## src/hw/rtl/qpe_pkg.sv

```systemverilog
// ----------------------------------------------------------------------------
// qpe_pkg
// Shared widths, register indexes and payload types of the quadrature
// period encoder.
// ----------------------------------------------------------------------------
package qpe_pkg;

  localparam int CFG_W          = 24;  // widest configuration register
  localparam int CFG_IDX_W      = 1;
  localparam int PERIOD_W       = 24;
  localparam int POS_W          = 32;
  localparam int IN_TDATA_W     = 8;
  localparam int OUT_TDATA_W    = 64;

  localparam int TIMER_BITS_DEF = 24;
  localparam int COUNT_BITS_DEF = 32;

  // register indexes
  localparam logic [CFG_IDX_W-1:0] REG_START_MIN = 1'd0;
  localparam logic [CFG_IDX_W-1:0] REG_TIMEOUT   = 1'd1;

  localparam logic [CFG_W-1:0] START_MIN_RST = 24'd10000;
  localparam logic [CFG_W-1:0] TIMEOUT_RST   = 24'd100000;

  typedef struct packed {
    logic [CFG_W-1:0] start_min;
    logic [CFG_W-1:0] timeout;
  } qpe_cfg_t;

  // packed so that period sits in the lowest bits
  typedef struct packed {
    logic                edge_seen;
    logic                running;
    logic                reversed;
    logic [POS_W-1:0]    position;
    logic [PERIOD_W-1:0] period;
  } qpe_result_t;

  localparam int RES_W = $bits(qpe_result_t);

endpackage

```

## src/hw/rtl/qpe_core.sv

```systemverilog
// ----------------------------------------------------------------------------
// qpe_core
// Edge qualification, period and idle timers and position count; state
// advances by one tick for every accepted transaction.
// ----------------------------------------------------------------------------
module qpe_core import qpe_pkg::*; #(
  parameter int TIMER_BITS = TIMER_BITS_DEF,
  parameter int COUNT_BITS = COUNT_BITS_DEF
) (
  input  logic        clk,
  input  logic        rst_n,
  input  logic        step,
  input  logic        chan_a,
  input  logic        chan_b,
  input  qpe_cfg_t    cfg,
  output qpe_result_t res
);

  localparam int CMP_W = (TIMER_BITS > CFG_W) ? TIMER_BITS : CFG_W;

  logic                  a_last_r,     a_last_nxt;
  logic                  level_prev_r, level_prev_nxt;
  logic                  meas_valid_r, meas_valid_nxt;
  logic                  run_flag_r,   run_flag_nxt;
  logic                  dir_flag_r,   dir_flag_nxt;
  logic [TIMER_BITS-1:0] period_r,     period_nxt;
  logic [TIMER_BITS-1:0] since_r,      since_nxt;
  logic [TIMER_BITS-1:0] idle_r,       idle_nxt;
  logic [COUNT_BITS-1:0] count_r,      count_nxt;

  logic [TIMER_BITS-1:0] since_inc;
  logic [TIMER_BITS-1:0] idle_inc;
  logic                  a_chg;
  logic                  rise;
  logic                  fall;
  logic                  meas_edge;
  logic                  start_ok;
  logic                  timeout_hit;
  logic [CMP_W-1:0]      period_ext;

  always_comb begin
    since_inc   = (since_r == '1) ? since_r : since_r + 1'b1;
    idle_inc    = (idle_r  == '1) ? idle_r  : idle_r  + 1'b1;
    a_chg       = chan_a ^ a_last_r;
    rise        = a_chg &  chan_a & ~level_prev_r;
    fall        = a_chg & ~chan_a &  level_prev_r;
    meas_edge   = rise & meas_valid_r;
    start_ok    = run_flag_r | (CMP_W'(since_inc) > CMP_W'(cfg.start_min));

    a_last_nxt     = chan_a;
    idle_nxt       = a_chg ? '0 : idle_inc;
    since_nxt      = rise  ? '0 : since_inc;
    level_prev_nxt = level_prev_r;
    meas_valid_nxt = meas_valid_r;
    run_flag_nxt   = run_flag_r;
    period_nxt     = period_r;
    dir_flag_nxt   = dir_flag_r;
    count_nxt      = count_r;

    if (meas_edge) begin
      if (start_ok) begin
        run_flag_nxt = 1'b1;
        period_nxt   = since_inc;
      end else begin
        period_nxt   = '0;
      end
      dir_flag_nxt = chan_b;
      // channel b low counts up, high counts down
      count_nxt    = chan_b ? count_r - 1'b1 : count_r + 1'b1;
    end

    if (rise) begin
      level_prev_nxt = 1'b1;
    end else if (fall) begin
      level_prev_nxt = 1'b0;
      meas_valid_nxt = 1'b1;
    end

    timeout_hit = CMP_W'(idle_nxt) >= CMP_W'(cfg.timeout);
    if (timeout_hit) begin
      period_nxt     = '0;
      level_prev_nxt = 1'b0;
      run_flag_nxt   = 1'b0;
      meas_valid_nxt = 1'b0;
    end

    period_ext    = CMP_W'(period_nxt);
    res.period    = period_ext[PERIOD_W-1:0];
    res.position  = POS_W'($signed(count_nxt));
    res.reversed  = dir_flag_nxt;
    res.running   = run_flag_nxt;
    res.edge_seen = meas_edge;
  end

  always_ff @(posedge clk) begin
    if (!rst_n) begin
      a_last_r     <= 1'b0;
      level_prev_r <= 1'b0;
      meas_valid_r <= 1'b0;
      run_flag_r   <= 1'b0;
      dir_flag_r   <= 1'b0;
      period_r     <= '0;
      since_r      <= '0;
      idle_r       <= '0;
      count_r      <= '0;
    end else if (step) begin
      a_last_r     <= a_last_nxt;
      level_prev_r <= level_prev_nxt;
      meas_valid_r <= meas_valid_nxt;
      run_flag_r   <= run_flag_nxt;
      dir_flag_r   <= dir_flag_nxt;
      period_r     <= period_nxt;
      since_r      <= since_nxt;
      idle_r       <= idle_nxt;
      count_r      <= count_nxt;
    end
  end

  // a nonzero period only exists while running
  a_period_needs_run: assert property (@(posedge clk) disable iff (!rst_n)
    (period_r != '0) |-> run_flag_r)
    else $error("period held while not running");

  // timeout leaves measurement fully reset
  a_timeout_clears: assert property (@(posedge clk) disable iff (!rst_n)
    (step && timeout_hit) |=> (!run_flag_r && !meas_valid_r && !level_prev_r))
    else $error("timeout did not clear measurement state");

  // a measured edge always moves the count
  a_edge_moves_count: assert property (@(posedge clk) disable iff (!rst_n)
    (step && meas_edge) |=> (count_r != $past(count_r)))
    else $error("measured edge left count unchanged");

  // no tick, no state change
  a_stall_holds: assert property (@(posedge clk) disable iff (!rst_n)
    !step |=> ($stable(count_r) && $stable(since_r) && $stable(idle_r)))
    else $error("state moved without a transaction");

endmodule

```

## src/hw/rtl/quadrature_period_encoder.sv

```systemverilog
// ----------------------------------------------------------------------------
// quadrature_period_encoder
// Quadrature encoder period measurement: one transaction per sampled tick,
// one result per tick with period, position, direction and run status.
//
//   channel | direction | fields
//   --------+-----------+----------------------------------------------------
//   in_     | slave     | chan_a, chan_b
//   out_    | master    | period, position, reversed, running, edge_seen
//   cfg_    | write     | start_period_min (0), timeout_ticks (1)
//
// One tick per cycle while the output is not held: the tick is processed in the cycle it is accepted and
// its result is registered in the output stage.
// A held output blocks the input: a new tick is taken only when the output
// register is empty or being drained in the same cycle.
// out_tvalid is raised in the cycle after input acceptance.
// Synchronous active-low reset clears all state but the output data register;
// configuration returns to start_period_min 10000 and timeout_ticks 100000.
// ----------------------------------------------------------------------------
module quadrature_period_encoder import qpe_pkg::*; #(
  parameter int TIMER_BITS = TIMER_BITS_DEF,
  parameter int COUNT_BITS = COUNT_BITS_DEF
) (
  input  logic                   clk,
  input  logic                   rst_n,
  input  logic                   in_tvalid,
  output logic                   in_tready,
  input  logic [IN_TDATA_W-1:0]  in_tdata,   // chan_a, chan_b
  output logic                   out_tvalid,
  input  logic                   out_tready,
  // period[23:0], position[55:24], reversed, running, edge_seen
  output logic [OUT_TDATA_W-1:0] out_tdata,
  input  logic                   cfg_we,
  input  logic [CFG_IDX_W-1:0]   cfg_addr,
  input  logic [CFG_W-1:0]       cfg_wdata
);

  qpe_cfg_t    cfg_r;
  qpe_result_t res;
  qpe_result_t res_r;
  logic        out_valid_r, out_valid_nxt;
  logic        step;

  always_ff @(posedge clk) begin
    if (!rst_n) begin
      cfg_r.start_min <= START_MIN_RST;
      cfg_r.timeout   <= TIMEOUT_RST;
    end else if (cfg_we) begin
      unique case (cfg_addr)
        REG_START_MIN: cfg_r.start_min <= cfg_wdata;
        REG_TIMEOUT:   cfg_r.timeout   <= cfg_wdata;
      endcase
    end
  end

  assign in_tready = ~out_valid_r | out_tready;
  assign step      = in_tvalid & in_tready;

  qpe_core #(
    .TIMER_BITS(TIMER_BITS),
    .COUNT_BITS(COUNT_BITS)
  ) u_core (
    .clk   (clk),
    .rst_n (rst_n),
    .step  (step),
    .chan_a(in_tdata[0]),
    .chan_b(in_tdata[1]),
    .cfg   (cfg_r),
    .res   (res)
  );

  always_comb begin
    out_valid_nxt = out_valid_r;
    if (step) begin
      out_valid_nxt = 1'b1;
    end else if (out_tready) begin
      out_valid_nxt = 1'b0;
    end
  end

  always_ff @(posedge clk) begin
    if (!rst_n) begin
      out_valid_r <= 1'b0;
    end else begin
      out_valid_r <= out_valid_nxt;
    end
  end

  always_ff @(posedge clk) begin
    if (step) begin
      res_r <= res;
    end
  end

  assign out_tvalid = out_valid_r;
  assign out_tdata  = {{(OUT_TDATA_W-RES_W){1'b0}}, res_r};

endmodule

```

## config.mk

```make
export PLATFORM = sky130hd
export DESIGN_NAME = quadrature_period_encoder
export DESIGN_NICKNAME = d
export VERILOG_FILES = /design/src/hw/rtl/qpe_pkg.sv /design/src/hw/rtl/qpe_core.sv /design/src/hw/rtl/quadrature_period_encoder.sv
export SDC_FILE = /design/constraint.sdc
export NUM_CORES = 1
export LEC_CHECK = 0
export BUFFER_PORTS_ARGS = -buffer_cell sky130_fd_sc_hd__buf_2
export CORE_MARGIN = 5
export CORE_UTILIZATION = 35
export DETAILED_ROUTE_END_ITERATION = 10
export HOLD_SLACK_MARGIN = 0.12
export SETUP_SLACK_MARGIN = 0.3
export SKIP_LAST_GASP = 1
export SLEW_MARGIN = 30
export SYNTH_ARGS = -nofsm -noshare
export SYNTH_HDL_FRONTEND = slang
export SYNTH_SLANG_ARGS = --single-unit
```

## constraint.sdc

```tcl
create_clock -name clk -period 5.6 [get_ports clk]
set_input_delay 1.12 -clock clk [delete_from_list [all_inputs] [get_ports clk]]
set_output_delay 1.12 -clock clk [all_outputs]
set_load 0.005 [all_outputs]
```

==> results by group, run 1 <==
Pwr
  • Comb pwr share: 7.8%
  • Clk pwr share: 45.7%
  • Leakage: 0.00570 uW
  • Total Power: 3600 uW
  • Pwr per Cell Area: 259 mW/mm^2
  • Switching share of power: 24.3%
  • Worst vdd rail ir drop: 0.000207 V
  • Psw: 872 uW
  • Internal Pwr Total: 2720 uW
  • Seq pwr share: 46.5%

Timing
  • Clock skew: 32.7 ps
  • Setup TNS: 0 ps
  • Final Max Slew Viols: 0
  • PnR worst setup slack: 637 ps
  • Minimum clock period: 4960 ps
  • Hold Fails Final Rpt: 0
  • WHS: 461 ps
  • Slew headroom: 38.0%
  • Final worst-path cycle share: 88.6%
  • Worst Tran Pin Value: 930 ps
  • Fmax: 201 MHz
  • # setup viols final: 0
  • Unrepaired setup endpoints after global routing: no

Floorplan
  • FP Rows: 68
  • I/O pins: 104
  • Die height: 197 um
  • Die area: 0.0386 sq mm
  • Die W: 197 um
  • Starting Density: 35.3%
  • Area of the core: 0.0345 sq mm

Global route
  • Largest net degree at the start of global routing: 81
  • Initial antenna violation count: 0
  • Grt total ovfl: 0
  • Total track usage: 14.5%
  • Vias in the first global route: 9340
  • First-pass GRT wire length: 47400 um

Cells and area
  • Final nets: 1617
  • Post-route insts no fill: 1969
  • Fraction of layout cells with a size suffix above 1: 11.3%
  • Area added between synthesis and finish: 13.9%
  • N_diodes: 0

Hold path
  • Hold/Removal Path Class: reg -> reg

Setup path
  • CP max FO: 15
  • Startpoint Class: flip-flop
  • Crit path arrival time: 5230 ps
  • CP endpoint kind: flip-flop
  • Req. time, crit path: 5870 ps
  • Critical path class: reg -> reg

Place
  • Port bufs: 92
  • Pre-CTS setup slack: 483 ps
  • Dpl cells: 1924
  • DP HPWL: 20400 um
  • GPL Wtd Cong: 0.832

Clocking
  • Clock Tree Buf Depth: 3
  • Worst-Skew Late Latency: 550 ps
  • Clock sink total: 217
  • Clock-pin slew on the worst setup and hold paths: 60 ps
  • CTS tree: done
  • Htree depth: 1
  • Root Buffer: clkbuf_16
  • Total CTS buffers: 25

Synthesis
  • Mapped Area: 0.0122 sq mm
  • Post-synthesis xor/xnor area fraction: 5.57%
  • Post-synthesis mux area share: 0.668%
  • Simple-Gate Fraction of Synth Area: 21.1%
  • Compound-cell area share of the yosys netlist: 18.3%
  • Synth Area in Adders: 8.59%
  • Number of synthesized flops with an enable pin: 59
  • Yosys cell types: 66
  • Top-area cell type share of the netlist area: 26.0%
  • Sequential share of the synthesized area: 40.5%
  • Avg Inst Size Synth: 8.51 sq um
  • Post-synth ARST share: 0%
  • #FFs+latches synth: 217
  • Commonest register cell after synthesis: dfxtp_1
  • Top cells by area, synth: dfxtp_1, edfxtp_1, ha_1, nand2_1, o21ai_0
  • Synth area leader: dfxtp_1
  • Syn. warnings: 0
  • Gate Count Post-Synth: 1430
  • Largest family of logic cells by synthesized area: simple AND/OR/NAND/NOR gates

Run status
  • Run status: finished clean

Routing
  • Post-route ant nets: 0
  • Pre-Repair DR Iteration Count: 5
  • Final WL: 28900 um
  • Vias per inst: 5.03
  • Routed len/inst: 14.7 um
  • Drt initial violations: 444
  • Total number of vias: 9911
  • # DRC: 0

Flow run
  • Max-cap violations: 0
==> sequential cells by signal, summed over array words and instances, names as in the netlist <==
| signal | count |
|---|---|
| out_tvalid | 1 |
| u_core.level_prev_r | 1 |
| u_core.run_flag_r | 1 |
| u_core.dir_flag_r | 1 |
| u_core.idle_r | 24 |
| u_core.period_r | 24 |
| cfg_r | 48 |
| u_core.count_r | 32 |
| u_core.meas_valid_r | 1 |
| u_core.since_r | 24 |
| u_core.a_last_r | 1 |
| out_tdata | 59 |
==> cells in the mapped netlist (all sizes together), types with 2 or more instances <==
| cell | n |
|---|---|
| o31ai | 4 |
| o211ai | 16 |
| nor2b | 34 |
| edfxtp | 59 |
| a21oi | 66 |
| mux2i | 7 |
| and4 | 5 |
| o2bb2ai | 23 |
| xnor2 | 55 |
| nand4 | 24 |
| a21boi | 52 |
| clkbuf | 57 |
| nand3 | 38 |
| and2 | 55 |
| a22oi | 5 |
| nor4 | 4 |
| o21ai | 108 |
| nor3 | 32 |
| nand2 | 251 |
| a21o | 31 |
| dfxtp | 158 |
| ha | 82 |
| o22ai | 2 |
| nand2b | 9 |
| or3 | 2 |
| buf | 14 |
| a31oi | 10 |
| a211o | 2 |
| o21a | 6 |
| a211oi | 13 |
| nor2 | 54 |
| or2 | 5 |
| or4 | 3 |
| and3 | 15 |
| inv | 88 |
| xor2 | 19 |
| o21bai | 6 |
| nor3b | 3 |
==> critical path, cell delays in order (launching register included) <==
cell and delay, ps:
dfxtp_1 430, nand3_1 100, or4_1 550, or4_4 600, and3_4 250, nand2_1 120, xor2_1 340, inv_1 100
ha_1 300, a21o_1 160, a21o_1 190, a21oi_1 180, nor4_1 60, a211oi_1 230, a32oi_1 240, or2_2 380
nand3_1 90, buf_4 210, o21ai_0 150
==> final timing paths <==
path                           start                 end  slack [ps]  cells after the start
setup / recovery   u_core.since_r[6]        out_tdata[9]         640                     18
hold / removal    u_core.period_r[3]  u_core.period_r[3]         460                      1
setup reg to reg   u_core.since_r[6]        out_tdata[9]         640                     18
hold reg to reg   u_core.period_r[3]  u_core.period_r[3]         460                      1
==> layout make-up <==
cell class / instances / area, sq um
clock buffers: 34 / 699
clock inverters: 11 / 129
fillers: 3504 / 20600
inverters: 89 / 337
multi-input cells: 1057 / 6630
flip-flops and latches: 217 / 4930
well taps: 455 / 569
repair buffers: 106 / 568
==> layout by cell type, fill, tap and decap left out, drive strengths merged, types with 10 or more instances in the layout <==
cell type,n
o2bb2ai,23
o21ai,108
a21oi,66
a21o,31
a211oi,13
nor3,32
nor2b,34
clkbuf,34
dfxtp,158
buf,106
xnor2,55
inv,90
nand2,251
nand3,38
and2,55
xor2,19
nor2,54
ha,82
o211ai,16
nand4,24
edfxtp,59
a31oi,10
and3,15
a21boi,52
==> timing repair <==
action,in CTS,in global routing
endpoints found under the setup margin,0,8
setup buffers,0,0
gates resized for setup,0,1
hold buffers,0,0
==> logic make-up (layout without fill, tap and decap cells) <==
group | after synthesis | count (layout)
xor gates and xnor gates | 74 | 74
other | 1 | 5
DFF | 217 | 217
adders and majority gates | 83 | 83
muxes | 8 | 8
buffers and inverters | 160 | 240
and+or+nand+nor | 536 | 536
AOI/OAI and AO/OA | 351 | 351
==> metal layers <==
metal	vias up	track usage (%)	wire, um
li1	5099	-	-
met5	-	0	0
met1	4586	21.3	14400
met4	0	2.66	463
met3	34	2.50	1540
met2	192	22.6	12500
==> through the flow <==
stage	area, sq um	utilization (%)
finish	13900	40.3
global route	13900	40.3
CTS	13900	40.2
detailed placement	13000	37.8
global placement	13000	37.8
floorplan	12200	-
==> power by group through the flow <==
stage,clock network (uW),registers (uW),logic (uW)
2_1_floorplan,0,1710,184
3_3_place_gp,0,1710,277
3_5_place_dp,0,1710,283
4_1_cts,1690,1670,283
5_1_grt,1760,1680,319
6_report,1650,1670,280
Note: power is estimated with default switching activity, not from simulation.
==> inputs of run 2 (changes only) <==
GPL_ROUTABILITY_DRIVEN = 0   (was default)
RECOVER_POWER = 50   (was default)
==> results by group, run 2 (synthesis results as in run 1) <==
Run status
  • Run status: finished with violations
  • Violated checks: capacitance limit, slew limit

Routing
  • Drt initial violations: 484
  • # DRC: 0
  • Pre-Repair DR Iteration Count: 5
  • Final WL: 28900 um
  • Routed len/inst: 14.7 um
  • Post-route ant nets: 0
  • Total number of vias: 9888
  • Vias per inst: 5.02

Global route
  • First-pass GRT wire length: 47400 um
  • Initial antenna violation count: 0
  • Total track usage: 14.5%
  • Largest net degree at the start of global routing: 81
  • Grt total ovfl: 0
  • Vias in the first global route: 9340

Floorplan
  • Die area: 0.0386 sq mm
  • I/O pins: 104
  • Die W: 197 um
  • FP Rows: 68
  • Die height: 197 um
  • Starting Density: 35.3%
  • Area of the core: 0.0345 sq mm

Pwr
  • Total Power: 3600 uW
  • Leakage: 0.00556 uW
  • Pwr per Cell Area: 260 mW/mm^2
  • Worst vdd rail ir drop: 0.000207 V

Cells and area
  • Post-layout util: 40.1%
  • Final nets: 1617
  • Flip-flop count of the largest register after layout: 59
  • N_diodes: 0
  • Post-route insts no fill: 1969
  • Most common cell after layout, fill and taps aside: nand2_1
  • Fin area: 0.0138 sq mm
  • Area added between synthesis and finish: 13.4%
  • Commonest non-fill, non-tap cells in the layout: nand2_1, dfxtp_1, o21ai_0, inv_1, ha_1
  • Fraction of layout cells with a size suffix above 1: 8.39%
  • Layout fillers: 3522

Clocking
  • CTS tree: done
  • Post-CTS Setup Inserts: 0
  • Clock Tree Buf Depth: 3
  • CTS Hold Bufs: 0
  • Worst-Skew Late Latency: 550 ps
  • Root Buffer: clkbuf_16
  • Clock-pin slew on the worst setup and hold paths: 60 ps
  • Post-CTS sizing: 0
  • Total CTS buffers: 25
  • Htree depth: 1
  • Clock sink total: 217

Flow run
  • Max-cap violations: 4

Timing
  • Final worst-path cycle share: 88.4%
  • # setup viols final: 0
  • Clock skew: 31.9 ps
  • Final Max Slew Viols: 190
  • Worst Tran Pin Value: 3020 ps
  • Fmax: 202 MHz
  • Hold Fails Final Rpt: 0
  • Slew headroom: -101%
  • Unrepaired setup endpoints after global routing: no
  • Setup TNS: 0 ps
  • Minimum clock period: 4950 ps

Setup path
  • Crit path arrival time: 5220 ps
  • Req. time, crit path: 5870 ps
  • Cell breakdown of the critical path: nand3_1 -> or4_1 -> or4_4 -> and3_4 -> nand2_1 -> xor2_1 -> inv_1 -> ha_1 -> a21o_1 -> a21o_1 -> a21oi_1 -> nor4_1 -> a211oi_1 -> a32oi_1 -> or2_2 -> nand3_1 -> buf_4 -> o21ai_0
  • Crit path max-delay cell type: or4_4
  • CP max FO: 15
  • Worst path max stage delay: 600 ps
  • Startpoint Class: flip-flop
  • CP endpoint kind: flip-flop
  • Flop2flop setup slack: 650 ps
  • Critical path class: reg -> reg

Place
  • Dpl cell area: 0.0130 sq mm
  • Port bufs: 92
  • DP HPWL: 20400 um
  • Dpl cells: 1924

Hold path
  • Hold/Removal Path Class: reg -> reg
-- run 2: changes by cell type in the layout (fill, tap and decap cells not counted), sizes merged --
cell / previous run / this run
clkbuf: 34 / 80
clkinvlp: 3 / 4
inv: 90 / 89
buf: 106 / 60
-- run 2: through the flow --
step | setup slack (ps) | hold WS, ps
CTS | 472 | 466
detailed placement | 483 | 446
global placement | 598 | 444
floorplan | 1290 | 432
finish | 647 | 461
global route | 336 | 482
-- run 2: area by class of cell --
cell class,instances,area [sq um],share of cell area (%)
Inverter,89,335,2.43
Sequential cell,217,4930,35.7
Clock inverter,11,129,0.934
Tap cell,455,569,4.12
Timing Repair Buffer,106,503,3.64
Multi-Input combinational cell,1057,6630,48.1
Clock buffer,34,699,5.07
-- run 2: worst max-delay path: cells and delay by family, from the launching register on --
family                     cells  cell delay (ps)
buffers and inverters          2              320
DFF                            1              430
and+or+nand+nor                8             2150
AOI/OAI and AO/OA              6             1130
xor gates and xnor gates       1              340
adders and majority gates      1              300
-- run 2: final timing paths --
path	startpoint	endpoint	depth (start not counted)
hold reg to reg	u_core.period_r[3]	u_core.period_r[3]	1
hold / removal	u_core.period_r[3]	u_core.period_r[3]	1
setup / recovery	u_core.since_r[6]	out_tdata[9]	18
setup reg to reg	u_core.since_r[6]	out_tdata[9]	18
-- run 2: metal layers --
layer  track usage, %  routed length [um]  up-vias
met5                0                   0        -
met4             2.66                 464        0
met3             2.50                1400       34
met2             22.6               12500      172
met1             21.3               14600     4587
li1                 -                   -     5095
-- run 2: power by group --
group,total [uW],switching [uW],internal (uW)
logic,278,180,98.1
clock network,1640,672,971
registers,1670,18.8,1650
==> inputs of run 3 (changes only) <==
CORE_ASPECT_RATIO = 1.1   (was default)
==> results by group, run 3 (synthesis results as in run 1) <==
Run status
  • Run status: finished with violations
  • Violated checks: capacitance limit, slew limit

Setup path
  • Worst path max stage delay: 600 ps
  • Cell breakdown of the critical path: nand3_1 -> or4_1 -> or4_4 -> and3_4 -> and4_2 -> xnor2_1 -> inv_1 -> ha_1 -> nand4_1 -> nor4_2 -> o31ai_1 -> a32oi_2 -> or2_2 -> nand3_1 -> buf_4 -> o21ai_0
  • CP delay by family, top: simple AND/OR/NAND/NOR gates
  • Crit path arrival time: 5430 ps
  • CP bufs+invs: 2
  • Worst path most repeated cell: nand3_1
  • R2R Path End: out_tdata[8]
  • Critical path class: reg -> reg
  • Crit path max-delay cell type: or4_4
  • Reg-to-reg startpoint: u_core.since_r[6]
  • CP endpoint kind: flip-flop
  • Req. time, crit path: 5970 ps
  • Startpoint Class: flip-flop
  • Flop2flop setup slack: 540 ps
  • Worst R2R Path Depth: 16
  • CP max FO: 15

Place
  • Dpl cells: 1906
  • DP HPWL: 20200 um
  • Port bufs: 92
  • Dpl cell area: 0.0130 sq mm

Clocking
  • Clock Tree Buf Depth: 3
  • CTS Hold Bufs: 0
  • Clock-pin slew on the worst setup and hold paths: 60 ps
  • Worst-Skew Late Latency: 540 ps
  • Root Buffer: clkbuf_16
  • Post-CTS Setup Inserts: 0
  • Clock sink total: 217
  • Post-CTS sizing: 0
  • CTS tree: done
  • Total CTS buffers: 25
  • Htree depth: 1

Routing
  • Metal-1 WL: 14500 um
  • Total number of vias: 9869
  • Pre-Repair DR Iteration Count: 5
  • Post-route ant nets: 0
  • Met2 WL: 12400 um
  • Final WL: 28500 um
  • WL met3: 1120 um
  • Top layer reached by signal wires: met4
  • Vias per inst: 5.06
  • Drt initial violations: 571
  • # DRC: 0
  • Routed len/inst: 14.6 um

Timing
  • Fmax: 198 MHz
  • Worst Tran Pin Value: 2770 ps
  • Setup TNS: 0 ps
  • Clock skew: 20.0 ps
  • Final Max Slew Viols: 196
  • Unrepaired setup endpoints after global routing: no
  • Hold Fails Final Rpt: 0
  • Slew headroom: -84.9%
  • Minimum clock period: 5060 ps
  • Final worst-path cycle share: 90.3%
  • # setup viols final: 0

Floorplan
  • Area of the core: 0.0343 sq mm
  • FP Rows: 71
  • Die height: 206 um
  • Die area: 0.0386 sq mm
  • Starting Density: 35.5%
  • I/O pins: 104
  • Die W: 188 um

Cells and area
  • Fin area: 0.0138 sq mm
  • Fraction of layout cells with a size suffix above 1: 8.59%
  • Post-layout util: 40.2%
  • Most common cell after layout, fill and taps aside: nand2_1
  • N_diodes: 0
  • Area added between synthesis and finish: 13.2%
  • Flip-flop count of the largest register after layout: 59
  • Post-route insts no fill: 1952
  • Commonest non-fill, non-tap cells in the layout: nand2_1, dfxtp_1, o21ai_0, inv_1, ha_1
  • Final nets: 1616

Global route
  • Vias in the first global route: 9135
  • Largest net degree at the start of global routing: 75
  • Grt total ovfl: 0
  • Total track usage: 14.1%
  • Initial antenna violation count: 0
  • First-pass GRT wire length: 46000 um

Hold path
  • Hold Path Cell Cnt: 1
  • Hold Startpoint: u_core.period_r[14]
  • Worst hold path endpoint: u_core.period_r[14]
  • Hold/Removal Path Class: reg -> reg

Flow run
  • Max-cap violations: 3

Pwr
  • Pwr per Cell Area: 260 mW/mm^2
  • Leakage: 0.00557 uW
  • Worst vdd rail ir drop: 0.000181 V
## run 3: worst reg2reg max path, delay by kind of cell, from the launching register on
family,cells,cell delay [ps]
AND/OR/NAND/NOR,9,2680
AO/OA/AOI/OAI,3,730
flip-flops,1,450
buffers and inverters,2,390
adder cells (fa/ha/maj),1,320
XOR/XNOR,1,310
## run 3: layer usage
metal	up-vias	track usage, %
li1	5076	-
met1	4576	20.3
met2	184	22.4
met3	33	1.93
met4	0	3.38
met5	-	0
## run 3: final cells by class
type                       count  area (sq um)
clock buffer                  29           672
clock inverter                17           151
fill                        3488         20500
inverter                      89           337
multi-input combinational   1057          6650
sequential                   217          4930
tap                          438           548
timing repair buffer         105           490
## run 3: how the worst max path moves through the flow
stage	cells past startpoint	slack [ps]	end	start
5_1_grt	20	230	out_tdata[15]	u_core.idle_r[0]
3_3_place_gp	17	520	out_tdata[6]	u_core.since_r[6]
4_1_cts	17	430	out_tdata[0]	u_core.since_r[6]
3_5_place_dp	17	470	out_tdata[18]	u_core.since_r[6]
2_1_floorplan	19	1290	out_tdata[10]	u_core.since_r[6]
6_report	16	540	out_tdata[8]	u_core.since_r[6]
## run 3: report_power, final
group | switching [uW] | internal [uW] | total (uW)
logic | 181 | 98.1 | 279
registers | 17.6 | 1650 | 1670
clock network | 680 | 957 | 1640
total | 879 | 2710 | 3590
## run 3: stage by stage
step	total power (uW)	worst slack (ps)	hold slack [ps]
6_report	3590	541	462
5_1_grt	3740	234	475
4_1_cts	3640	430	466
3_5_place_dp	1990	465	447
3_3_place_gp	1980	522	443
2_1_floorplan	1890	1290	432
